[config.mk]
export PLATFORM = sky130hd
export DESIGN_NAME = file_transfer_receiver_fsm
export DESIGN_NICKNAME = d
export VERILOG_FILES = /design/src/design/ftr_pkg.sv /design/src/design/ftr_cfg_regs.sv /design/src/design/ftr_engine.sv /design/src/design/file_transfer_receiver_fsm.sv
export VERILOG_INCLUDE_DIRS = /design/src /design/src/design
export SDC_FILE = /design/constraint.sdc
export NUM_CORES = 2
export LEC_CHECK = 0
export ABC_AREA = 1
export BUFFER_PORTS_ARGS = -buffer_cell sky130_fd_sc_hd__buf_4
export CORE_MARGIN = 2
export CORE_UTILIZATION = 63
export DETAILED_ROUTE_END_ITERATION = 7
export PLACE_DENSITY = 0.86
export SYNTH_ARGS = -nofsm -noshare
export SYNTH_HDL_FRONTEND = slang
export SYNTH_SLANG_ARGS = --single-unit
[constraint.sdc]
create_clock -name clk -period 15.5 [get_ports clk]
set_clock_uncertainty 0.05 [all_clocks]
set_input_delay 2.325 -clock clk [delete_from_list [all_inputs] [get_ports clk]]
set_output_delay 2.325 -clock clk [all_outputs]
set_load 0.01 [all_outputs]
[src/design/file_transfer_receiver_fsm_assert.svh]
// Assertion macros used by the file transfer receiver engine.
`ifndef FILE_TRANSFER_RECEIVER_FSM_ASSERT_SVH
`define FILE_TRANSFER_RECEIVER_FSM_ASSERT_SVH

// Same-cycle implication, sampled on the rising clock edge, off during reset.
`define FTR_ASSERT_IMP(lbl, clk, rst_n, ante, cons) \
  lbl: assert property (@(posedge clk) disable iff (!rst_n) (ante) |-> (cons)) \
    else $error("ftr assertion failed");

// Next-cycle implication, sampled on the rising clock edge, off during reset.
`define FTR_ASSERT_NXT(lbl, clk, rst_n, ante, cons) \
  lbl: assert property (@(posedge clk) disable iff (!rst_n) (ante) |=> (cons)) \
    else $error("ftr assertion failed");

`endif

[src/design/ftr_pkg.sv]
// Types and constants of the file transfer receiver.
package ftr_pkg;

  // Message framing
  localparam int unsigned HEADER_BYTES = 32;
  localparam int unsigned DATA_SHIFT   = 10;
  localparam int unsigned DATA_BYTES   = 1 << DATA_SHIFT;
  localparam int unsigned NTF_BYTES    = 4;
  localparam int unsigned INFO_BYTES   = 12;
  localparam int unsigned GAP_RESET    = 100;

  localparam logic [15:0] DATA_LEN = 16'(DATA_BYTES);
  localparam logic [15:0] NTF_LEN  = 16'(NTF_BYTES);
  localparam logic [15:0] INFO_LEN = 16'(INFO_BYTES);

  // Incoming message kinds; code 7 is unused
  typedef enum logic [2:0] {
    MSG_NTF     = 3'd0,
    MSG_INFO    = 3'd1,
    MSG_DATA    = 3'd2,
    MSG_FIN     = 3'd3,
    MSG_CXL     = 3'd4,
    MSG_UNKNOWN = 3'd5,
    MSG_TIMEOUT = 3'd6
  } msg_kind_t;

  // Transfer phases
  typedef enum logic [2:0] {
    PH_CHK  = 3'd0,
    PH_RDY  = 3'd1,
    PH_DATA = 3'd2,
    PH_DONE = 3'd3,
    PH_FIN  = 3'd4,
    PH_CXL  = 3'd5
  } phase_t;

  // Reply codes
  typedef enum logic [2:0] {
    RK_NONE = 3'd0,
    RK_CHK  = 3'd1,
    RK_RDY  = 3'd2,
    RK_RTX  = 3'd3,
    RK_DONE = 3'd4,
    RK_CXL  = 3'd5
  } reply_kind_t;

  // Configuration register indexes
  typedef enum logic [1:0] {
    CFG_CUR_VERSION = 2'd0,
    CFG_PACKET_GAP  = 2'd1,
    CFG_MAGIC       = 2'd2
  } cfg_idx_t;

  typedef struct packed {
    logic [31:0] current_version;
    logic [31:0] packet_gap_us;
    logic [31:0] magic_value;
  } cfg_t;

  typedef struct packed {
    logic [2:0]  kind;
    logic        crc_ok;
    logic [31:0] magic;
    logic [15:0] msg_bytes;
    logic [15:0] hdr_payload_len;
    logic [31:0] total_packets;
    logic [31:0] seq_num;
    logic [31:0] offered_version;
    logic [31:0] offered_length;
    logic [31:0] offered_crc;
    logic [31:0] stored_file_crc;
  } in_item_t;

  typedef struct packed {
    logic [2:0]  reply_kind;
    logic [31:0] reply_version;
    logic [31:0] reply_length;
    logic [31:0] reply_crc;
    logic [31:0] reply_gap;
    logic [31:0] reply_psn;
    logic        store_payload;
    logic [15:0] store_bytes;
    logic        discard_file;
    logic        file_done;
    logic        busy_res;
  } out_item_t;

endpackage

[src/design/ftr_cfg_regs.sv]
// Configuration register bank of the file transfer receiver.
module ftr_cfg_regs (
  input  logic                clk,
  input  logic                rst_n,
  input  logic                cfg_we,
  input  logic [1:0]          cfg_idx,
  input  logic [31:0]         cfg_wdata,
  output ftr_pkg::cfg_t       cfg
);

  ftr_pkg::cfg_t cfg_r;
  ftr_pkg::cfg_t cfg_nxt;

  // Decode the register index; indexes past the list are dropped
  always_comb begin
    cfg_nxt = cfg_r;
    if (cfg_we) begin
      case (ftr_pkg::cfg_idx_t'(cfg_idx))
        ftr_pkg::CFG_CUR_VERSION: cfg_nxt.current_version = cfg_wdata;
        ftr_pkg::CFG_PACKET_GAP:  cfg_nxt.packet_gap_us   = cfg_wdata;
        ftr_pkg::CFG_MAGIC:       cfg_nxt.magic_value     = cfg_wdata;
        default: ;
      endcase
    end
  end

  always_ff @(posedge clk) begin
    if (!rst_n) begin
      cfg_r.current_version <= '0;
      cfg_r.packet_gap_us   <= 32'(ftr_pkg::GAP_RESET);
      cfg_r.magic_value     <= '0;
    end else begin
      cfg_r <= cfg_nxt;
    end
  end

  assign cfg = cfg_r;

endmodule

[src/design/ftr_engine.sv]
// Transfer state machine: integrity check, phase tracking and reply build.
module ftr_engine (
  input  logic                 clk,
  input  logic                 rst_n,
  input  logic                 step_en,
  input  ftr_pkg::in_item_t    item,
  input  ftr_pkg::cfg_t        cfg,
  output ftr_pkg::out_item_t   result
);

  // Action chosen for one transaction
  typedef enum logic [3:0] {
    ACT_NONE,
    ACT_CHK,
    ACT_RDY,
    ACT_RTX,
    ACT_STORE,
    ACT_DONE,
    ACT_STORE_CXL,
    ACT_FIN,
    ACT_CXL,
    ACT_CXL_DISCARD
  } act_t;

  logic             active_r, active_nxt;
  ftr_pkg::phase_t  phase_r, phase_nxt;
  logic [31:0]      new_version_r, new_version_nxt;
  logic [31:0]      file_len_r, file_len_nxt;
  logic [31:0]      file_crc_r, file_crc_nxt;
  logic [31:0]      packet_count_r, packet_count_nxt;
  logic [31:0]      next_psn_r, next_psn_nxt;
  logic [31:0]      bytes_stored_r, bytes_stored_nxt;

  ftr_pkg::msg_kind_t kind;
  logic             start;
  logic [31:0]      new_version_c, file_len_c, file_crc_c;
  logic [31:0]      packet_count_c, next_psn_c, bytes_stored_c;
  logic             intact;
  logic [15:0]      pl;
  logic             is_first, is_mid;
  logic [15:0]      last_rem, want;
  logic             data_phase_ok;
  logic [31:0]      bs_sum, np_inc, pkt_cnt_info;
  act_t             act, act_h;
  logic             fin_seen, cxl_seen, rtx_seen, idle_other, idle_quiet;

  // A starting NTF sees a cleared transfer context
  always_comb begin
    kind           = ftr_pkg::msg_kind_t'(item.kind);
    start          = !active_r && (kind == ftr_pkg::MSG_NTF);
    new_version_c  = start ? '0 : new_version_r;
    file_len_c     = start ? '0 : file_len_r;
    file_crc_c     = start ? '0 : file_crc_r;
    packet_count_c = start ? '0 : packet_count_r;
    next_psn_c     = start ? '0 : next_psn_r;
    bytes_stored_c = start ? '0 : bytes_stored_r;
  end

  // Integrity and length checks
  always_comb begin
    intact = item.crc_ok
          && (item.magic == cfg.magic_value)
          && ({1'b0, item.msg_bytes} ==
              ({1'b0, item.hdr_payload_len} + 17'(ftr_pkg::HEADER_BYTES)))
          && (item.total_packets > item.seq_num);
    pl       = item.hdr_payload_len;
    is_first = (item.seq_num == '0);
    is_mid   = (item.seq_num < (item.total_packets - 32'd1));
    last_rem = 16'(file_len_c[ftr_pkg::DATA_SHIFT-1:0]);
    if (is_first || is_mid) begin
      want = ftr_pkg::DATA_LEN;
    end else if (last_rem == '0) begin
      want = ftr_pkg::DATA_LEN;
    end else begin
      want = last_rem;
    end
    data_phase_ok = is_first ? (phase_r == ftr_pkg::PH_RDY) : (phase_r == ftr_pkg::PH_DATA);
    bs_sum        = bytes_stored_c + 32'(pl);
    np_inc        = next_psn_c + 32'd1;
    // ceil(length / DATA_BYTES) as a shift
    pkt_cnt_info  = 32'((33'(item.offered_length) + 33'(ftr_pkg::DATA_BYTES - 1))
                        >> ftr_pkg::DATA_SHIFT);
  end

  // Message dispatch
  always_comb begin
    act_h = ACT_NONE;
    if (intact) begin
      case (kind)
        ftr_pkg::MSG_NTF: begin
          act_h = (pl == ftr_pkg::NTF_LEN) ? ACT_CHK : ACT_CXL;
        end
        ftr_pkg::MSG_INFO: begin
          if ((phase_r == ftr_pkg::PH_CHK) && (pl == ftr_pkg::INFO_LEN)
              && (new_version_c == item.offered_version) && (item.offered_length != '0)) begin
            act_h = ACT_RDY;
          end else begin
            act_h = ACT_CXL;
          end
        end
        ftr_pkg::MSG_DATA: begin
          if (!data_phase_ok || (pl != want)) begin
            act_h = ACT_CXL;
          end else if (item.seq_num != next_psn_c) begin
            act_h = ACT_RTX;
          end else if (np_inc == packet_count_c) begin
            if ((bs_sum != file_len_c) || (file_crc_c != item.stored_file_crc)) begin
              act_h = ACT_STORE_CXL;
            end else begin
              act_h = ACT_DONE;
            end
          end else begin
            act_h = ACT_STORE;
          end
        end
        ftr_pkg::MSG_FIN: begin
          act_h = ((phase_r == ftr_pkg::PH_DONE) && (pl == '0)) ? ACT_FIN : ACT_CXL;
        end
        ftr_pkg::MSG_CXL: begin
          if ((phase_r == ftr_pkg::PH_RDY) || (phase_r == ftr_pkg::PH_DATA)) begin
            act_h = ACT_CXL_DISCARD;
          end else begin
            act_h = ACT_CXL;
          end
        end
        default: act_h = ACT_NONE;
      endcase
    end

    // Idle ignores all but NTF; a timeout while active cancels unchecked
    if (!active_r) begin
      act = start ? act_h : ACT_NONE;
    end else if (kind == ftr_pkg::MSG_TIMEOUT) begin
      act = ACT_CXL;
    end else begin
      act = act_h;
    end
  end

  // Next state
  always_comb begin
    active_nxt       = active_r || start;
    phase_nxt        = phase_r;
    new_version_nxt  = new_version_c;
    file_len_nxt     = file_len_c;
    file_crc_nxt     = file_crc_c;
    packet_count_nxt = packet_count_c;
    next_psn_nxt     = next_psn_c;
    bytes_stored_nxt = bytes_stored_c;
    case (act)
      ACT_CHK: begin
        new_version_nxt = item.offered_version;
        phase_nxt       = ftr_pkg::PH_CHK;
      end
      ACT_RDY: begin
        file_len_nxt     = item.offered_length;
        file_crc_nxt     = item.offered_crc;
        packet_count_nxt = pkt_cnt_info;
        bytes_stored_nxt = '0;
        phase_nxt        = ftr_pkg::PH_RDY;
      end
      ACT_STORE: begin
        bytes_stored_nxt = bs_sum;
        next_psn_nxt     = np_inc;
        phase_nxt        = ftr_pkg::PH_DATA;
      end
      ACT_DONE: begin
        bytes_stored_nxt = bs_sum;
        next_psn_nxt     = np_inc;
        phase_nxt        = ftr_pkg::PH_DONE;
      end
      ACT_STORE_CXL: begin
        bytes_stored_nxt = bs_sum;
        next_psn_nxt     = np_inc;
        phase_nxt        = ftr_pkg::PH_CXL;
        active_nxt       = 1'b0;
      end
      ACT_FIN: begin
        phase_nxt  = ftr_pkg::PH_FIN;
        active_nxt = 1'b0;
      end
      ACT_CXL, ACT_CXL_DISCARD: begin
        phase_nxt  = ftr_pkg::PH_CXL;
        active_nxt = 1'b0;
      end
      default: ;
    endcase
  end

  // Result fields; anything not used by the reply stays zero
  always_comb begin
    result          = '0;
    result.busy_res = active_nxt;
    case (act)
      ACT_CHK: begin
        result.reply_kind    = ftr_pkg::RK_CHK;
        result.reply_version = cfg.current_version;
      end
      ACT_RDY: begin
        result.reply_kind    = ftr_pkg::RK_RDY;
        result.reply_version = new_version_c;
        result.reply_length  = item.offered_length;
        result.reply_gap     = cfg.packet_gap_us;
      end
      ACT_RTX: begin
        result.reply_kind = ftr_pkg::RK_RTX;
        result.reply_psn  = next_psn_c;
      end
      ACT_STORE: begin
        result.store_payload = 1'b1;
        result.store_bytes   = pl;
      end
      ACT_DONE: begin
        result.reply_kind    = ftr_pkg::RK_DONE;
        result.reply_version = new_version_c;
        result.reply_length  = file_len_c;
        result.reply_crc     = file_crc_c;
        result.store_payload = 1'b1;
        result.store_bytes   = pl;
      end
      ACT_STORE_CXL: begin
        result.reply_kind    = ftr_pkg::RK_CXL;
        result.store_payload = 1'b1;
        result.store_bytes   = pl;
      end
      ACT_FIN: begin
        result.file_done = 1'b1;
      end
      ACT_CXL: begin
        result.reply_kind = ftr_pkg::RK_CXL;
      end
      ACT_CXL_DISCARD: begin
        result.reply_kind   = ftr_pkg::RK_CXL;
        result.discard_file = 1'b1;
      end
      default: ;
    endcase
  end

  // State registers
  always_ff @(posedge clk) begin
    if (!rst_n) begin
      active_r       <= 1'b0;
      phase_r        <= ftr_pkg::PH_FIN;
      new_version_r  <= '0;
      file_len_r     <= '0;
      file_crc_r     <= '0;
      packet_count_r <= '0;
      next_psn_r     <= '0;
      bytes_stored_r <= '0;
    end else if (step_en) begin
      active_r       <= active_nxt;
      phase_r        <= phase_nxt;
      new_version_r  <= new_version_nxt;
      file_len_r     <= file_len_nxt;
      file_crc_r     <= file_crc_nxt;
      packet_count_r <= packet_count_nxt;
      next_psn_r     <= next_psn_nxt;
      bytes_stored_r <= bytes_stored_nxt;
    end
  end

  // Conditions watched by the checks below
  assign fin_seen   = step_en && result.file_done;
  assign cxl_seen   = step_en && (result.reply_kind == ftr_pkg::RK_CXL);
  assign rtx_seen   = step_en && (result.reply_kind == ftr_pkg::RK_RTX);
  assign idle_other = step_en && !active_r && (item.kind != ftr_pkg::MSG_NTF);
  assign idle_quiet = (result.reply_kind == ftr_pkg::RK_NONE) && !result.busy_res
                   && !result.store_payload;

`include "file_transfer_receiver_fsm_assert.svh"

  // A completed transfer closes the transaction in phase FIN
  `FTR_ASSERT_NXT(a_fin_closes, clk, rst_n, fin_seen, !active_r && (phase_r == ftr_pkg::PH_FIN))
  // Any CXL reply leaves the block idle in phase CXL
  `FTR_ASSERT_NXT(a_cxl_closes, clk, rst_n, cxl_seen, !active_r && (phase_r == ftr_pkg::PH_CXL))
  // A retransmit request changes none of the transfer counters
  `FTR_ASSERT_NXT(a_rtx_holds, clk, rst_n, rtx_seen, $stable({next_psn_r, bytes_stored_r, phase_r}))
  // While idle, only an NTF produces anything
  `FTR_ASSERT_IMP(a_idle_quiet, clk, rst_n, idle_other, idle_quiet)

endmodule

[src/design/file_transfer_receiver_fsm.sv]
// Top level of the file transfer receiver: handshakes, input and result registers.
//
// One decoded message header (or a receive timeout) goes in per transaction and exactly one
// result comes out. The block takes a new transaction every clock cycle while the result side
// keeps up; an accepted transaction is held in the input register, then passes the
// integrity/phase logic into the result register, where the result waits until taken. The
// rate of one transaction per cycle holds while the result register drains; it is set by the
// single pass of compare logic between those two registers, which also updates the transfer
// state so the next transaction sees it. Configuration writes take effect at the next edge and
// are meant to be issued only while no transaction is in flight.
module file_transfer_receiver_fsm (
  input  logic                clk,
  input  logic                rst_n,
  input  logic                in_valid,
  output logic                in_ready,
  input  ftr_pkg::in_item_t   in_item,
  output logic                out_valid,
  input  logic                out_ready,
  output ftr_pkg::out_item_t  out_item,
  input  logic                cfg_we,
  input  logic [1:0]          cfg_idx,
  input  logic [31:0]         cfg_wdata
);

  ftr_pkg::cfg_t      cfg;
  ftr_pkg::in_item_t  in_item_r;
  logic               in_vld_r;
  ftr_pkg::out_item_t out_item_r;
  logic               out_vld_r;
  ftr_pkg::out_item_t result;
  logic               advance;
  logic               step_en;

  ftr_cfg_regs u_cfg (
    .clk       (clk),
    .rst_n     (rst_n),
    .cfg_we    (cfg_we),
    .cfg_idx   (cfg_idx),
    .cfg_wdata (cfg_wdata),
    .cfg       (cfg)
  );

  // Pipeline moves when the result register is empty or being drained
  assign advance  = !out_vld_r || out_ready;
  assign step_en  = in_vld_r && advance;
  assign in_ready = !in_vld_r || advance;

  ftr_engine u_engine (
    .clk     (clk),
    .rst_n   (rst_n),
    .step_en (step_en),
    .item    (in_item_r),
    .cfg     (cfg),
    .result  (result)
  );

  // Input register
  always_ff @(posedge clk) begin
    if (!rst_n) begin
      in_vld_r <= 1'b0;
    end else if (in_ready) begin
      in_vld_r <= in_valid;
    end
  end

  always_ff @(posedge clk) begin
    if (in_valid && in_ready) begin
      in_item_r <= in_item;
    end
  end

  // Result register
  always_ff @(posedge clk) begin
    if (!rst_n) begin
      out_vld_r <= 1'b0;
    end else if (advance) begin
      out_vld_r <= in_vld_r;
    end
  end

  always_ff @(posedge clk) begin
    if (step_en) begin
      out_item_r <= result;
    end
  end

  assign out_valid = out_vld_r;
  assign out_item  = out_item_r;

endmodule
* Word-level counts from Yosys, hierarchy flattened
Cells that the tools add are included.
** Word-level totals
- Register bits after elaboration :: 737
- Input bits :: 299
** Cells by class
- Add/sub/neg operators :: 5
- Magnitude comparators :: 2
- Eq/ne operators :: 29
- Multiplexer cells :: 36
- Reduce and logical (&&, ||, !) cells :: 37
** Operators by type and width (number)
- $mux W32 :: 11
- $pmux W32 S2 :: 3
- $eq A32 B32 Y1 :: 3
- $ne A32 B32 Y1 :: 3
- $mux W4 :: 9
- $add A32 B10 Y33 const B :: 1
- $add A32 B1 Y32 const B :: 1
- $add A32 B16 Y32 :: 1
- $gt A32 B32 Y1 :: 1
- $logic_not A32 Y1 :: 1
- $lt A32 B32 Y1 :: 1
- $reduce_bool A32 Y1 :: 1
- $sub A32 B1 Y32 const B :: 1
- $pmux W4 S5 :: 1
- $pmux W3 S6 :: 1
- $add A16 B6 Y17 const B :: 1
- $eq A16 B17 Y1 :: 1
- $mux W17 :: 1
- $eq A16 B3 Y1 const B :: 1
- $eq A16 B4 Y1 const B :: 1
- $eq A4 B3 Y1 const B :: 4
- $logic_not A16 Y1 :: 1
- $mux W16 :: 1
- $ne A16 B16 Y1 :: 1
- 23 further kinds :: 58

* Depth between registers and ports, before layout
- Word-level depth :: 18
- Mapped depth :: 44
- Gate-level depth less buffers :: 42

* Hierarchy
From an unflattened synthesis, not the netlist that was laid out.
** Unflattened totals
- Cells, all modules :: 4838
- Area total of the unflattened synthesis :: 38792.2 µm²
** By module, submodules not included
- ftr_engine :: instances 1, cells an instance 3769, area each 21329.2 µm²
- file_transfer_receiver_fsm :: instances 1, cells an instance 456, area each 13397.8 µm²
- ftr_cfg_regs :: instances 1, cells an instance 613, area each 4065.1 µm²

* Worst setup path after synthesis
OpenSTA, ideal clock, no wires.
- Path type :: input port to flip-flop
- From :: in out_ready
- To :: reg u_engine.active_r
- Arrival :: 8523 ps
- Path slack :: 6560 ps
- Stages :: 8
- Buffers on the path :: 3
- Path through :: inv_1 > nand2_1 > nand2_1 > inv_1 > clkbuf_1 > clkbuf_1 > buf_1 > a21oi_1
** On the way
- Cells in the longest elaborated chain, start to end :: 2
** Ends and longest elaborated chain
- from (decl) :: line file_transfer_receiver_fsm.sv:18 : input logic out_ready,
- $logic_or A1 B1 Y1 :: line file_transfer_receiver_fsm.sv:44 : assign advance = !out_vld_r || out_ready;
- $logic_and A1 B1 Y1 :: line file_transfer_receiver_fsm.sv:45 : assign step_en = in_vld_r && advance;
- named net step_en :: line file_transfer_receiver_fsm.sv:32 : logic step_en;
- to (signal assigned) :: line ftr_engine.sv:252 : active_r <= active_nxt;
- to (decl) :: line ftr_engine.sv:25 : logic active_r, active_nxt;
The timed path passes the listed nets, and every way through them passes these cells.
A chain may end at the register's enable or synchronous reset.

==> out/summary.txt <==
post-synth top area share -> 34.6%
Post-synth EDFFs -> 443
layout cells sized above 1 -> 12.6%
Die Span Y -> 251 um
Starting DRT DRC Count -> 4102
Slew Viols, Final -> 0
Final Cycle Share -> 63.3%
maximum capacitance violations -> 0
vias in the first global route -> 33105
Setup CP Type -> reg -> reg
pwr/cell area -> 102 nW/um^2
fin nets -> 5632
gpl congestion -> 1.01
pre-CTS setup slack -> 5810 ps
post-synthesis sequential area ratio -> 50.0%
CTS Buf Count -> 77
startpoint types -> flip-flop
Worst Setup Slack, final -> 5690 ps
hold path depth -> 2
Core Util, Final -> 74.3%
critical path endpoint category -> flip-flop
area occupied by registers -> 19200 um^2
r2r setup slk -> 5690 ps
post-synthesis cell area -> 38400 um^2
drt first pass iters -> 8
Async S/R FF share, synth -> 0%
buffer levels on the longest clock path -> 3
Fmax -> 102 MHz
RSZ-0062 raised after global routing -> false
fillcell total -> 4582
# IOs -> 484
Hold Path Sink -> u_engine.packet_count_r[29]
clk_lat worst skew -> 650 ps
Core Area -> 60400 um^2
post-CTS resize count -> 0
hpwl dp -> 84400 um
top_reg_cell synth -> edfxtp_1
port buffer count -> 483
Avg Cell Area, Syn -> 7.90 um^2
synth top area cells -> edfxtp_1 (35%), dfxtp_1 (15%), nand2_1 (13%), inv_1 (5.8%), nor2_1 (5.5%)
CP Max Fanout -> 74
CP most frequent cell -> nand2_1
Slew HR -> 18.1%
via count -> 35250
CP max stage delay -> 970 ps
Peak VDD IR -> 0.124 mV
first-pass GRT wire length -> 182000 um
CP max stage cell -> a21oi_4
CTS tree -> done
Root Driver -> clkbuf_16
Pwr Total -> 4570 uW
H-tree levels -> 3
Seq cells post-synth -> 737
final hold vios -> 0
hold_sp -> u_engine.packet_count_r[29]
gr ovfl total -> 0
setup bufs post-CTS -> 0
setup TNS -> 0 ps
initial antenna violation count -> 2
Post-Synthesis Cells -> 4859
Yosys cell types -> 50
Worst Reg-to-Reg Cells -> 37
worst slew pin tran -> 1230 ps
Worst Path Required -> 15910 ps
Vias/cell -> 5.78
area of the multi-input gates -> 16100 um^2
detailed-route DRC error count -> 0
Reg-to-Reg End -> out_item[123]
total die area -> 63000 um^2
largest area contributor in the netlist -> edfxtp_1
Synth Warn # -> 0
cell row count -> 90
WL final -> 120000 um
status -> finished clean
worst r2r src -> in_item_r[160]
pin count of the biggest net entering global routing -> 180
# clock sinks -> 737
final setup fails -> 0
die width -> 251 um
HP Class -> reg -> reg
Detail Route Antenna Nets -> 0
Initial Util -> 63.6%
routed len/inst -> 19.6 um
Area Overhead vs Synth -> 16.7%
clock slew at reported path FFs -> 70 ps
hold_buf cts -> 0
minimum clock period -> 9810 ps
Lkg Pwr -> 0.0202 uW
Critical Path AT -> 10220 ps
total global routing track utilization -> 37.2%
-- worst max path at each step --
stage                    from                 endpoint  slack (ps)  cells after the start
6_report       in_item_r[160]            out_item[123]        5690                     37
3_5_place_dp   in_item_r[160]  u_engine.file_len_r[27]        5810                     39
4_1_cts        in_item_r[160]  u_engine.file_len_r[27]        5760                     39
5_1_grt        in_item_r[160]  u_engine.file_len_r[27]        4790                     39
3_3_place_gp   in_item_r[160]   u_engine.file_len_r[0]        6150                     39
2_1_floorplan       out_ready        u_engine.active_r        6560                      8
-- critical path, delay by kind of cell, from the launching register on --
| kind | cells | cell delay, ps |
|---|---|---|
| fa+ha+maj | 2 | 500 |
| flops | 1 | 350 |
| compound gates | 3 | 1320 |
| xor+xnor | 1 | 160 |
| simple gates | 28 | 5590 |
| buf+inv | 3 | 1590 |
-- registers in the layout (all words and copies together) (netlist names) --
| name | count |
|---|---|
| in_item_r | 260 |
| out_item | 183 |
| u_cfg.cfg | 96 |
| u_engine.bytes_stored_r | 32 |
| u_engine.file_crc_r | 32 |
| u_engine.file_len_r | 32 |
| u_engine.new_version_r | 32 |
| u_engine.next_psn_r | 32 |
| u_engine.packet_count_r | 32 |
| u_engine.phase_r | 3 |
| in_vld_r | 1 |
| out_valid | 1 |
| u_engine.active_r | 1 |
-- layout make-up --
class | count | share of cell area (%)
multi-input combinational | 3326 | 35.9
clock buffer | 102 | 4.69
inverter | 604 | 5.10
antenna | 1 | 0.00558
tap | 782 | 2.18
clock inverter | 41 | 0.882
sequential | 737 | 42.8
timing repair buffer | 503 | 8.45
-- synthesized netlist by cell type (all sizes together) (2+ instances only) --
master and count:
nand2 1318, inv 604, nor2 574, edfxtp 443
nand3 387, dfxtp 294, a21oi 247, o21ai 216
nand4 161, clkbuf 112, xor2 104, buf 84
ha 83, nor3 56, xnor2 41, nor4 34
nand3b 29, or2 18, a221oi 8, o21bai 8
o22ai 8, a211oi 4, o211ai 4, o21a 3
and3 2, nor3b 2, o2111ai 2, o221ai 2
xnor3 2
-- cell families (layout without fill, tap and decap cells) --
family	count (synthesis)	after routing	share of synthesized area [%]
AO/OA/AOI/OAI	507	507	7.00
XOR/XNOR	147	147	3.42
adder cells (fa/ha/maj)	84	84	2.76
buffers and inverters	800	1250	8.28
flip-flops	737	737	50.0
other	1	6	0.00976
AND/OR/NAND/NOR	2583	2583	28.6
-- routing by layer --
layer,track usage [%],part of all wire [%],vias to the layer above
li1,-,-,16680
met1,48.5,39,16362
met2,60.3,47,1885
met3,6.77,9.8,319
met4,17.9,5.0,4
met5,0,0.023,-
-- cells in the final DEF (no fill, tap or decap), types with 4 or more instances in the layout --
| master | synthesis | final |
|---|---|---|
| nor2_2 | 8 | 7 |
| clkbuf_16 | 0 | 78 |
| a21oi_1 | 244 | 244 |
| edfxtp_1 | 443 | 443 |
| clkinv_2 | 0 | 12 |
| clkinvlp_4 | 0 | 5 |
| conb_1 | 1 | 5 |
| buf_4 | 14 | 502 |
| nand3b_1 | 29 | 29 |
| a211oi_1 | 4 | 4 |
| o21ai_0 | 203 | 203 |
| clkbuf_8 | 0 | 6 |
| dfxtp_1 | 294 | 294 |
| xor2_1 | 104 | 104 |
| nand2_1 | 1314 | 1313 |
| nor4_1 | 34 | 34 |
| o22ai_1 | 8 | 8 |
| clkinv_1 | 0 | 14 |
| a221oi_1 | 8 | 8 |
| nand3_1 | 384 | 383 |
| nand4_1 | 161 | 161 |
| xnor2_1 | 41 | 41 |
| o211ai_1 | 4 | 4 |
| nor2_1 | 565 | 565 |
| o21bai_1 | 8 | 8 |
| ha_1 | 83 | 83 |
| inv_2 | 13 | 12 |
| nand2_2 | 4 | 4 |
| clkbuf_1 | 112 | 18 |
| or2_2 | 17 | 17 |
| nor3_1 | 56 | 56 |
| o21ai_1 | 13 | 13 |
| inv_1 | 591 | 589 |
-- power by group --
| group | internal, uW | total [uW] | switching, uW |
|---|---|---|---|
| Combinational | 184 | 484 | 301 |
| Sequential | 2170 | 2240 | 66.7 |
| Clock | 1020 | 1840 | 820 |
| Total | 3380 | 4570 | 1190 |
-- metrics by stage --
| stage | instance area, um^2 | instances | hold slack [ps] |
|---|---|---|---|
| after floorplan | 38400 | 4863 | 365 |
| after global placement | 42300 | 5952 | 372 |
| after detailed placement | 42300 | 5952 | 374 |
| after CTS | 44800 | 6095 | 386 |
| after global routing | 44800 | 6095 | 402 |
| final | 44800 | 6096 | 385 |
Power figures use the tool's default switching activity.
